`src/rtl/assert_macros.svh`:
```
// assertion helpers shared by the parser rtl
// no dependencies; included by the files that carry checks
`ifndef ASSERT_MACROS_SVH
`define ASSERT_MACROS_SVH

// property that must hold at every clock edge out of reset
`define TPPD_ASSERT(lbl, clk, rstn, prop) \
  lbl: assert property (@(posedge clk) disable iff (!rstn) (prop)) \
    else $error("tppd assertion failed");

// condition that must never be seen out of reset
`define TPPD_ASSERT_NEVER(lbl, clk, rstn, cond) \
  `TPPD_ASSERT(lbl, clk, rstn, !(cond))

`endif

```
`src/rtl/tppd_pkg.sv`:
```
// shared constants, types and field parsing for the touch packet parser
// no dependencies
package tppd_pkg;

  localparam int unsigned MaxLenDefault = 16;
  localparam int unsigned YStartDefault = 6;
  localparam int unsigned CoordW        = 14;
  localparam int unsigned QueueDepth    = 2;

  localparam logic [7:0] CrByte      = 8'h0D;
  localparam logic [7:0] TouchByte   = 8'h54;
  localparam logic [7:0] ReleaseByte = 8'h52;
  localparam logic [7:0] JitterReset = 8'd3;

  localparam logic [CoordW-1:0] CoordMax = {CoordW{1'b1}};

  // field parse phase
  localparam logic [1:0] PhaseWait   = 2'd0;
  localparam logic [1:0] PhaseDigits = 2'd1;
  localparam logic [1:0] PhaseDone   = 2'd2;

  typedef logic [CoordW-1:0] coord_t;

  typedef struct packed {
    coord_t     acc;
    logic [1:0] phase;
  } field_t;

  // one complete packet handed from parser to filter
  typedef struct packed {
    logic   touch;
    coord_t px;
    coord_t py;
  } pkt_t;

  function automatic field_t feed_field(field_t f, logic [7:0] b);
    field_t              r;
    logic [CoordW+3:0]   v;
    r = f;
    v = ({4'b0, f.acc} * (CoordW + 4)'(10)) + {{(CoordW){1'b0}}, b[3:0]};
    if (f.phase == PhaseDone) begin
      r = f;
    end else if (b inside {[8'h30:8'h39]}) begin
      r.acc   = (v > {4'b0, CoordMax}) ? CoordMax : v[CoordW-1:0];
      r.phase = PhaseDigits;
    end else if (f.phase == PhaseWait && b inside {8'h20, [8'h09:8'h0D]}) begin
      r = f;
    end else begin
      r.phase = PhaseDone;
    end
    return r;
  endfunction

endpackage

```
`src/rtl/tppd_intf.sv`:
```
// handshake channels of the touch packet parser: byte in, position out
// depends on tppd_pkg
interface tppd_byte_if;
  logic       valid;
  logic       ready;
  logic [7:0] rx_byte;
  modport source (output valid, output rx_byte, input ready);
  modport sink (input valid, input rx_byte, output ready);
endinterface

interface tppd_pos_if;
  logic                 valid;
  logic                 ready;
  tppd_pkg::coord_t     pos_x;
  tppd_pkg::coord_t     pos_y;
  logic                 touch_down;
  modport source (output valid, output pos_x, output pos_y, output touch_down, input ready);
  modport sink (input valid, input pos_x, input pos_y, input touch_down, output ready);
endinterface

```
`src/rtl/touch_packet_parser_deadband.sv`:
```
// top level of the serial touch packet parser with jitter dead band
// depends on tppd_pkg, tppd_intf, tppd_front, tppd_queue, tppd_back
//
// usage: rx_i takes one serial byte per request (valid/ready); a packet runs up
// to a carriage return, its first byte 'T' (touch) or 'R' (release), X digits
// from byte 1 and Y digits from byte Y_START. pos_o gives one request per
// reported position (pos_x, pos_y, touch_down). cfg_we_i/cfg_wdata_i set the
// jitter threshold; write it only while no packet is in flight.
// throughput: one byte per cycle while the packet queue has room; the parser
// handles each byte in the cycle it is taken. a packet's result passes from
// the parser, which handles its carriage return, through the packet queue into
// the filter's output register. packets that are dropped or fall inside the
// dead band give no request.
// stalls: the output register holds a result until pos_o.ready; the two-entry
// packet queue keeps taking packets meanwhile, and rx_i.ready drops only while
// the queue is full.
// reset: rst_ni clears the packet state, last position and pen state and sets
// the threshold to 3; rx_i is ready in the first cycle after reset.
module touch_packet_parser_deadband #(
  parameter int unsigned MAX_LEN = tppd_pkg::MaxLenDefault,
  parameter int unsigned Y_START = tppd_pkg::YStartDefault
) (
  input  logic         clk_i,
  input  logic         rst_ni,
  input  logic         cfg_we_i,
  input  logic [7:0]   cfg_wdata_i,
  tppd_byte_if.sink    rx_i,
  tppd_pos_if.source   pos_o
);

  logic           push_valid, push_ready, pop_valid, pop_ready;
  tppd_pkg::pkt_t push_pkt, pop_pkt;

  tppd_front #(
    .MAX_LEN (MAX_LEN),
    .Y_START (Y_START)
  ) u_front (
    .clk_i        (clk_i),
    .rst_ni       (rst_ni),
    .rx_i         (rx_i),
    .push_valid_o (push_valid),
    .push_ready_i (push_ready),
    .push_pkt_o   (push_pkt)
  );

  tppd_queue u_queue (
    .clk_i        (clk_i),
    .rst_ni       (rst_ni),
    .push_valid_i (push_valid),
    .push_ready_o (push_ready),
    .push_pkt_i   (push_pkt),
    .pop_valid_o  (pop_valid),
    .pop_ready_i  (pop_ready),
    .pop_pkt_o    (pop_pkt)
  );

  tppd_back u_back (
    .clk_i       (clk_i),
    .rst_ni      (rst_ni),
    .cfg_we_i    (cfg_we_i),
    .cfg_wdata_i (cfg_wdata_i),
    .pop_valid_i (pop_valid),
    .pop_ready_o (pop_ready),
    .pop_pkt_i   (pop_pkt),
    .pos_o       (pos_o)
  );

endmodule

```
`src/rtl/tppd_front.sv`:
```
// byte parser: tracks packet position, lead byte and both decimal fields
// depends on tppd_pkg, tppd_intf, assert_macros.svh
`include "assert_macros.svh"

module tppd_front #(
  parameter int unsigned MAX_LEN = tppd_pkg::MaxLenDefault,
  parameter int unsigned Y_START = tppd_pkg::YStartDefault
) (
  input  logic               clk_i,
  input  logic               rst_ni,
  tppd_byte_if.sink          rx_i,
  output logic               push_valid_o,
  input  logic               push_ready_i,
  output tppd_pkg::pkt_t     push_pkt_o
);

  localparam int unsigned PosW = $clog2(MAX_LEN + 1);

  logic [PosW-1:0]  pos_q, pos_d;
  logic [7:0]       lead_q, lead_d;
  tppd_pkg::field_t x_q, x_d, y_q, y_d;
  tppd_pkg::field_t x_fed, y_fed;
  logic [7:0]       lead_new;
  logic             accept, end_pkt;

  assign rx_i.ready = push_ready_i;
  assign accept     = rx_i.valid && rx_i.ready;
  assign end_pkt    = accept && (rx_i.rx_byte == tppd_pkg::CrByte);

  always_comb begin
    x_fed    = x_q;
    y_fed    = y_q;
    lead_new = lead_q;
    pos_d    = pos_q;
    if (pos_q < PosW'(MAX_LEN)) begin
      if (pos_q == '0) begin
        lead_new = rx_i.rx_byte;
      end
      if (pos_q >= PosW'(1)) begin
        x_fed = tppd_pkg::feed_field(x_q, rx_i.rx_byte);
      end
      if (pos_q >= PosW'(Y_START)) begin
        y_fed = tppd_pkg::feed_field(y_q, rx_i.rx_byte);
      end
      pos_d = pos_q + PosW'(1);
    end

    lead_d = lead_new;
    x_d    = x_fed;
    y_d    = y_fed;
    if (end_pkt) begin
      pos_d  = '0;
      lead_d = '0;
      x_d    = '{acc: '0, phase: tppd_pkg::PhaseWait};
      y_d    = '{acc: '0, phase: tppd_pkg::PhaseWait};
    end else if (!accept) begin
      pos_d  = pos_q;
      lead_d = lead_q;
      x_d    = x_q;
      y_d    = y_q;
    end
  end

  // only touch and release packets go on to the filter
  assign push_valid_o = end_pkt &&
                        (lead_new == tppd_pkg::TouchByte || lead_new == tppd_pkg::ReleaseByte);
  assign push_pkt_o   = '{touch: (lead_new == tppd_pkg::TouchByte),
                          px: x_fed.acc, py: y_fed.acc};

  always_ff @(posedge clk_i or negedge rst_ni) begin
    if (!rst_ni) begin
      pos_q  <= '0;
      lead_q <= '0;
      x_q    <= '{acc: '0, phase: tppd_pkg::PhaseWait};
      y_q    <= '{acc: '0, phase: tppd_pkg::PhaseWait};
    end else begin
      pos_q  <= pos_d;
      lead_q <= lead_d;
      x_q    <= x_d;
      y_q    <= y_d;
    end
  end

  `TPPD_ASSERT_NEVER(a_pos_bound, clk_i, rst_ni, pos_q > PosW'(MAX_LEN))

endmodule

```
`src/rtl/tppd_queue.sv`:
```
// two-entry packet queue between parser and jitter filter
// depends on tppd_pkg, assert_macros.svh
`include "assert_macros.svh"

module tppd_queue (
  input  logic            clk_i,
  input  logic            rst_ni,
  input  logic            push_valid_i,
  output logic            push_ready_o,
  input  tppd_pkg::pkt_t  push_pkt_i,
  output logic            pop_valid_o,
  input  logic            pop_ready_i,
  output tppd_pkg::pkt_t  pop_pkt_o
);

  localparam int unsigned Depth = tppd_pkg::QueueDepth;
  localparam int unsigned PtrW  = (Depth > 1) ? $clog2(Depth) : 1;
  localparam int unsigned CntW  = $clog2(Depth + 1);

  tppd_pkg::pkt_t  mem_q [Depth];
  logic [PtrW-1:0] wr_ptr_q, rd_ptr_q;
  logic [CntW-1:0] count_q;
  logic            push, pop;

  assign push_ready_o = (count_q != CntW'(Depth));
  assign pop_valid_o  = (count_q != '0);
  assign pop_pkt_o    = mem_q[rd_ptr_q];
  assign push         = push_valid_i && push_ready_o;
  assign pop          = pop_valid_o && pop_ready_i;

  function automatic logic [PtrW-1:0] next_ptr(logic [PtrW-1:0] p);
    return (p == PtrW'(Depth - 1)) ? '0 : p + PtrW'(1);
  endfunction

  always_ff @(posedge clk_i) begin
    if (push) begin
      mem_q[wr_ptr_q] <= push_pkt_i;
    end
  end

  always_ff @(posedge clk_i or negedge rst_ni) begin
    if (!rst_ni) begin
      wr_ptr_q <= '0;
      rd_ptr_q <= '0;
      count_q  <= '0;
    end else begin
      if (push) begin
        wr_ptr_q <= next_ptr(wr_ptr_q);
      end
      if (pop) begin
        rd_ptr_q <= next_ptr(rd_ptr_q);
      end
      if (push && !pop) begin
        count_q <= count_q + CntW'(1);
      end else if (pop && !push) begin
        count_q <= count_q - CntW'(1);
      end
    end
  end

  // the parser must hold a packet end back while the queue is full
  `TPPD_ASSERT_NEVER(a_no_push_full, clk_i, rst_ni, push_valid_i && !push_ready_o)

endmodule

```
`src/rtl/tppd_back.sv`:
```
// jitter filter: compares packets against the last reported position
// depends on tppd_pkg, tppd_intf, assert_macros.svh
`include "assert_macros.svh"

module tppd_back (
  input  logic            clk_i,
  input  logic            rst_ni,
  input  logic            cfg_we_i,
  input  logic [7:0]      cfg_wdata_i,
  input  logic            pop_valid_i,
  output logic            pop_ready_o,
  input  tppd_pkg::pkt_t  pop_pkt_i,
  tppd_pos_if.source      pos_o
);

  logic [7:0]       thr_q;
  tppd_pkg::coord_t last_x_q, last_y_q;
  tppd_pkg::coord_t out_x_q, out_y_q;
  logic             out_touch_q;
  logic             out_valid_q;
  tppd_pkg::coord_t dx, dy, thr_ext;
  logic             pop, suppress;

  assign pop_ready_o = !out_valid_q || pos_o.ready;
  assign pop         = pop_valid_i && pop_ready_o;

  assign dx      = (pop_pkt_i.px > last_x_q) ? pop_pkt_i.px - last_x_q : last_x_q - pop_pkt_i.px;
  assign dy      = (pop_pkt_i.py > last_y_q) ? pop_pkt_i.py - last_y_q : last_y_q - pop_pkt_i.py;
  assign thr_ext = {{(tppd_pkg::CoordW - 8){1'b0}}, thr_q};
  // release always reports, touch only outside the dead band
  assign suppress = pop_pkt_i.touch && (dx < thr_ext) && (dy < thr_ext);

  always_ff @(posedge clk_i or negedge rst_ni) begin
    if (!rst_ni) begin
      thr_q       <= tppd_pkg::JitterReset;
      last_x_q    <= '0;
      last_y_q    <= '0;
      out_valid_q <= 1'b0;
      out_touch_q <= 1'b0;
    end else begin
      if (cfg_we_i) begin
        thr_q <= cfg_wdata_i;
      end
      if (pop) begin
        out_valid_q <= !suppress;
        if (!suppress) begin
          last_x_q    <= pop_pkt_i.px;
          last_y_q    <= pop_pkt_i.py;
          out_touch_q <= pop_pkt_i.touch;
        end
      end else if (pos_o.ready) begin
        out_valid_q <= 1'b0;
      end
    end
  end

  always_ff @(posedge clk_i) begin
    if (pop && !suppress) begin
      out_x_q <= pop_pkt_i.px;
      out_y_q <= pop_pkt_i.py;
    end
  end

  assign pos_o.valid      = out_valid_q;
  assign pos_o.pos_x      = out_x_q;
  assign pos_o.pos_y      = out_y_q;
  assign pos_o.touch_down = out_touch_q;

  `TPPD_ASSERT(a_release_reports, clk_i, rst_ni, (pop && !pop_pkt_i.touch) |=> (out_valid_q && !out_touch_q))

endmodule
```
`src/flat_wrapper.sv`:
```
// flat-port wrapper written by rule: the top's interface ports become plain ports
module touch_packet_parser_deadband_flat 
#(
  parameter int unsigned MAX_LEN = tppd_pkg::MaxLenDefault,
  parameter int unsigned Y_START = tppd_pkg::YStartDefault
)
  (clk_i, rst_ni, cfg_we_i, cfg_wdata_i, rx_i_valid, rx_i_rx_byte, rx_i_ready, pos_o_valid, pos_o_pos_x, pos_o_pos_y, pos_o_touch_down, pos_o_ready);
  tppd_byte_if rx_i_i ();
  tppd_pos_if pos_o_i ();
  input  logic clk_i;
  input  logic rst_ni;
  input  logic cfg_we_i;
  input  logic [7:0] cfg_wdata_i;
  input wire logic [$bits(rx_i_i.valid)-1:0] rx_i_valid;
  input wire logic [$bits(rx_i_i.rx_byte)-1:0] rx_i_rx_byte;
  output wire logic [$bits(rx_i_i.ready)-1:0] rx_i_ready;
  output wire logic [$bits(pos_o_i.valid)-1:0] pos_o_valid;
  output wire logic [$bits(pos_o_i.pos_x)-1:0] pos_o_pos_x;
  output wire logic [$bits(pos_o_i.pos_y)-1:0] pos_o_pos_y;
  output wire logic [$bits(pos_o_i.touch_down)-1:0] pos_o_touch_down;
  input wire logic [$bits(pos_o_i.ready)-1:0] pos_o_ready;
  assign rx_i_i.valid = rx_i_valid;
  assign rx_i_i.rx_byte = rx_i_rx_byte;
  assign rx_i_ready = rx_i_i.ready;
  assign pos_o_valid = pos_o_i.valid;
  assign pos_o_pos_x = pos_o_i.pos_x;
  assign pos_o_pos_y = pos_o_i.pos_y;
  assign pos_o_touch_down = pos_o_i.touch_down;
  assign pos_o_i.ready = pos_o_ready;
  touch_packet_parser_deadband #(.MAX_LEN(MAX_LEN), .Y_START(Y_START)) u_core (.clk_i(clk_i), .rst_ni(rst_ni), .cfg_we_i(cfg_we_i), .cfg_wdata_i(cfg_wdata_i), .rx_i(rx_i_i), .pos_o(pos_o_i));
endmodule
```
`config.mk`:
```
export PLATFORM = sky130hd
export DESIGN_NAME = touch_packet_parser_deadband_flat
export DESIGN_NICKNAME = d
export VERILOG_FILES = /design/src/rtl/tppd_pkg.sv /design/src/rtl/tppd_intf.sv /design/src/rtl/touch_packet_parser_deadband.sv /design/src/rtl/tppd_front.sv /design/src/rtl/tppd_queue.sv /design/src/rtl/tppd_back.sv /design/src/flat_wrapper.sv
export VERILOG_INCLUDE_DIRS = /design/src /design/src/rtl
export SDC_FILE = /design/constraint.sdc
export NUM_CORES = 1
export LEC_CHECK = 0
export BUFFER_PORTS_ARGS = -buffer_cell sky130_fd_sc_hd__buf_4
export CORE_AREA = 2 2 149 151
export CTS_CLUSTER_DIAMETER = 200
export DETAILED_ROUTE_END_ITERATION = 12
export DIE_AREA = 0 0 151 153
export PLACE_DENSITY_LB_ADDON = 0.25
export REMOVE_ABC_BUFFERS = 1
export SYNTH_ARGS = -nofsm -noshare
export SYNTH_HDL_FRONTEND = slang
export SYNTH_SLANG_ARGS = --single-unit
```
`constraint.sdc`:
```
create_clock -name clk_i -period 18.6 [get_ports clk_i]
set_input_delay 0 -clock clk_i [delete_from_list [all_inputs] [get_ports clk_i]]
set_output_delay 0 -clock clk_i [all_outputs]
set_load 0.02 [all_outputs]
```
; ---- Word-level counts from Yosys, hierarchy flattened
; Memories as Yosys holds them, arrays and structs flattened.
; Index checks and enable logic that the tools add are counted.
[op_classes]
muxes = 33
eq_ne = 11
magnitude_cmp = 13
multipliers = 2
addsub = 11
reduce_logical = 35
n_bitwise = 1
[ops]
columns = operator, count
row1 = two-way mux 16 bit, 12
row2 = two-way mux 14 bit, 4
row3 = subtractor 14 bit, 4
row4 = adder 18 x 4 -> 18 bit, 2
row5 = "> comparator 18 x 14 -> 1 bit, second input constant", 2
row6 = "multiplier 14 x 3 -> 17 bit, second input constant", 2
row7 = two-way mux 8 bit, 4
row8 = > comparator 14 bit, 2
row9 = < comparator 14 x 8 -> 1 bit, 2
row10 = "== test 8 x 7 -> 1 bit, second input constant", 2
row11 = nonzero test 2 bit, 8
row12 = two-way mux 5 bit, 3
row13 = logical AND 1 bit, 14
row14 = AND reduction 5 bit, 2
row15 = "== test 8 x 4 -> 1 bit, second input constant", 1
row16 = "== test 8 x 6 -> 1 bit, second input constant", 1
row17 = ">= comparator 8 x 4 -> 1 bit, second input constant", 1
row18 = ">= comparator 8 x 6 -> 1 bit, second input constant", 1
row19 = "less-or-equal comparator 8 x 4 -> 1 bit, second input constant", 1
row20 = "less-or-equal comparator 8 x 6 -> 1 bit, second input constant", 1
row21 = two-way mux 2 bit, 4
row22 = two-way mux 1 bit, 6
row23 = "inequality test 2 bit, second input constant", 3
row24 = "inequality test 3 bit, second input constant", 2
row25 = other kinds (14), 22
[word_totals]
ramBits = 58
in_bits = 21
wordCells = 123
reg_bits = 115
out_inout_bits = 31
memories = 1
[memory_table]
columns = name, depth, width, read_ports, rd_clocked_by_memory_dff, wr, line
row1 = u_core.u_queue.mem_q, 2, 29, 1, 0, 1, tppd_queue.sv:20  ; tppd_pkg::pkt_t mem_q [Depth];

; ---- Longest topological paths before layout
[logic_depth]
word_depth = 11
depth_mapped = 27
ltp_nobuf = 24

; ---- By module
; A second synthesis with hierarchy kept.
[hier_totals]
cells_unflattened = 1215
area_unflattened_um2 = 12185.4
[by_module_without_submodules]
columns = module, cells_per_inst, area_per_inst_um2, n_inst, seq_area_each_um2
row1 = tppd_back, 589, 5485.3, 1, 1794.2
row2 = tppd_front, 518, 4386.7, 1, 1126.1
row3 = tppd_queue, 108, 2313.5, 1, 1841.8

; ---- Least setup slack after synthesis
; No wires, ideal clock.
[synth_path]
path_type = reg-to-reg
startpoint = register u_core.u_queue.rd_ptr_q
endpoint = register u_core.u_back.out_valid_q (netlist: u_core.u_back.pos_o.valid)
setup_time_ps = 119
required_time_ps = 18481
slack_ps = 12382
path_stages_with_launch = 27
arrival_ps = 6099
n_path_buf = 5
synth_period_minus_slack_ps = 6218
cell_sequence = dfrtp_1 -> buf_1 -> buf_1 -> mux2_2 -> ha_1 -> buf_2 -> nand3_1 -> or3_1 -> nor2b_1 -> o21ai_1 -> nand2_1 -> clkbuf_1 -> mux2i_1 -> o21bai_1 -> xor2_1 -> ha_1 -> a21o_1 -> a2111oi_0 -> o21ai_0 -> a211o_1 -> nor2_1 -> mux2i_1 -> a2111oi_0 -> and4_1 -> a21oi_2 -> buf_2 -> a21o_1
[synth_lines]
columns = element, line
row1 = from (decl), tppd_queue.sv:21  ; logic [PtrW-1:0] wr_ptr_q, rd_ptr_q;
row2 = from (signal assigned), tppd_queue.sv:51  ; rd_ptr_q <= next_ptr(rd_ptr_q);
row3 = to (signal assigned), tppd_back.sv:45  ; out_valid_q <= !suppress;
row4 = to (decl), tppd_back.sv:20  ; logic out_valid_q;

==> flow_summary.ini <==
[worst_setup_path]
cp.arrival_ns = 7.34
crit_buf_inv = 2
path_depth = 24
rr_worst_depth = 24
cp-start-kind = register
slowest_stage = ha_1
r2r_start = u_core.u_queue.rd_ptr_q
crit_chain = buf_4, mux2_2, ha_1, nand4_1, or3_1, nor2b_1, o21ai_1, nand2_1, nor3_1, a21oi_1, o21bai_1, xor2_1, ha_1, a21o_1, a2111oi_0, o21ai_0, a211o_1, nor2_1, mux2i_1, a2111oi_0, and4_1, a21oi_4, buf_4, mux2_2
crit_fanout = 58
endpoint_kind = register
crit_type = register to register
crit_start = u_core.u_queue.rd_ptr_q
required_ns = 18.92
critPathTopFamily = compound AO/OA/AOI/OAI gates
crit_path_max_incr_delay_ns = 0.47

[synthesis]
synthCells = 1163
netlist_area_sq_um = 11720
ys_async_sr_fraction = 0.5029
ys_ff_latch = 173
yosysUniqueCellTypes = 69
syn_avg_cell_area_sq_um = 10.08
synth_top_area_frac = 0.2203
synth-edff-count = 86
synth_warnings = 0
ys_seq_area_frac = 0.4062
ys.flop_type = edfxtp_1
synthTopCellsByArea = edfxtp_1, dfrtp_1, ha_1
yosys.area.top_type = edfxtp_1

[clocking]
numClockSinks = 173
insertion_delay_ns = 0.44
numCtsBuffers = 17
cts_hold_buf = 33
post_cts_buffers = 0
clk_pin_slew_ns = 0.07
htree_levels = 4
post_cts_resize_count = 0
max-clock-path-buffers = 2
root_buffer = clkbuf_16
cts_tree = yes

[status]
outcome = finished, violations left
violations = negative hold slack

[global_routing]
overflow = 0
grt_pass1_wl_mm = 43.69
grt_usage = 0.2361
grt_pass1_vias = 8805
antenna_found_initial = 0
grt_max_degree = 66

[drt]
wl_mm = 26.05
drt_pass1_iterations = 6
wire_per_inst_microns = 17.12
drc = 0
dr_total_vias = 8950
ant_nets = 0
vias_per_cell = 5.880
drtIter0Drc = 821

[floorplanning]
core_region_area_sq_um = 21490
die_y_microns = 153
dieArea_sq_um = 23100
ios = 52
start_util = 0.5457
row_count = 54
die_w_microns = 151

[pwr]
p_leak_uw = 0.006128
power_density_nw_per_um2 = 160.2
peakVddDrop_mv = 0.08864

[finish]
n_antenna_cell = 0
final_cells = 1522
layout.nets = 1384
areaGrowthSynthToFinish_pct = 12.72
drive_above_1_share = 0.1095

[placed_design]
place.gp.congestion = 0.8896
hpwlAfterDp_mm = 18.86
pre_cts_ws_ns = 11.66
dp.cells = 1457
io_buffers = 51

[sta]
tns_ns = 0
worst_pin_slew_ns = 1.132
drv_slew = 0
holdWs_ns = -0.0004679
fin_crit_ns = 7.021
postLayoutSetupSlackWorst_ns = 11.58
finalHoldViolations = 1
setup_violations = 0
fin_crit_sh = 0.3775
clock_skew_ns = 0.01107
fmax_mhz = 142.4
slew_headroom = 0.2433
rsz0062_at_grt = no

[worst_hold_path]
min_path_type = input pin to asynchronous set/reset pin

[run]
cap_violations = 0
## flip-flops by register name, indices dropped and copies added, names as in the netlist, 5 cells and up
signal and flops:
u_core.u_back.last_y_q 14, u_core.u_queue.mem_q 58, u_core.u_front.x_q 16, u_core.u_back.pos_o.pos_x 14, u_core.u_back.last_x_q 14, u_core.u_back.thr_q 8
u_core.u_front.y_q 16, u_core.u_front.pos_q 5, u_core.u_front.lead_q 8, u_core.u_back.pos_o.pos_y 14
## synthesized netlist by cell type (13+ instances only)
| master | n |
|---|---|
| dfrtp_1 | 85 |
| ha_1 | 126 |
| xor2_1 | 37 |
| a21oi_1 | 108 |
| xnor2_1 | 31 |
| nand2_1 | 57 |
| mux2_2 | 35 |
| o21ai_0 | 64 |
| a31oi_1 | 22 |
| nor2_1 | 75 |
| edfxtp_1 | 86 |
| mux2i_1 | 39 |
| a21o_1 | 30 |
| clkbuf_1 | 29 |
| a211oi_1 | 13 |
| nor3_1 | 18 |
| nand3_1 | 18 |
| inv_1 | 97 |
## power by group
group	internal [uW]	switching (uW)	leakage [uW]
Combinational	512	702	0.00398
Clock	184	157	0.000266
Sequential	505	58.9	0.00189
## cells in the final DEF (no fill, tap or decap), types with 11 or more instances in the layout
master | synthesis | final
a211oi_1 | 13 | 13
a21o_1 | 30 | 30
a21oi_1 | 108 | 108
a31oi_1 | 22 | 22
and2_1 | 12 | 12
and4_1 | 11 | 11
buf_4 | 1 | 57
clkbuf_16 | 0 | 18
dfrtp_1 | 85 | 85
dlygate4sd3_1 | 0 | 33
edfxtp_1 | 86 | 86
ha_1 | 126 | 126
inv_1 | 97 | 97
mux2_2 | 35 | 35
mux2i_1 | 39 | 39
nand2_1 | 57 | 57
nand3_1 | 18 | 18
nor2_1 | 75 | 75
nor3_1 | 18 | 17
o21a_1 | 12 | 12
o21ai_0 | 64 | 64
xnor2_1 | 31 | 31
xor2_1 | 37 | 37
## kinds of logic (layout without fill, tap and decap cells)
group / Yosys count / after routing / share of synthesized area
simple gates: 251 / 251 / 0.1068
xor+xnor: 68 / 68 / 0.05080
buf+inv: 140 / 219 / 0.04674
mux: 75 / 75 / 0.06820
flops: 173 / 173 / 0.4062
compound gates: 322 / 322 / 0.1731
fa+ha+maj: 134 / 134 / 0.1481
## through the flow
step | total power [uW] | instance area (sq um) | utilization
final | 2118 | 13220 | 0.6151
after global routing | 2288 | 13220 | 0.6151
after CTS | 2115 | 13220 | 0.6151
after detailed placement | 1763 | 12330 | 0.5739
after global placement | 1734 | 12330 | 0.5739
after floorplan | 1462 | 11540 | -
## worst paths after layout
| kind | end | slack (ns) |
|---|---|---|
| worst max-delay path | u_core.u_back.last_y_q[13] | 11.58 |
| worst min-delay path | u_core.u_back.last_y_q[0] | -0.0005 |
| worst max register to register | u_core.u_back.last_y_q[13] | 11.58 |
| worst min register to register | u_core.u_front.lead_q[6] | 0.50 |
| max in group asynchronous | u_core.u_front.y_q[10] | 17.41 |
| min in group clk_i | u_core.u_front.pos_q[1] | 0.05 |
## metal layers
layer	vias up	track usage	wire [microns]
met3	47	0.03433	1128
met4	0	0.08144	707
met1	4306	0.3307	11960
met5	-	0	0
met2	242	0.3760	12260
li1	4355	-	-
## cell type report
class,count,area [sq um]
Timing Repair Buffer,90,758.2
Tap cell,280,350.3
Fill cell,1770,8270
Inverter,97,364.1
Multi-Input combinational cell,850,6426
Sequential cell,173,4762
Clock buffer,21,471.7
Clock inverter,11,82.58
(Power assumes the default switching activity.)
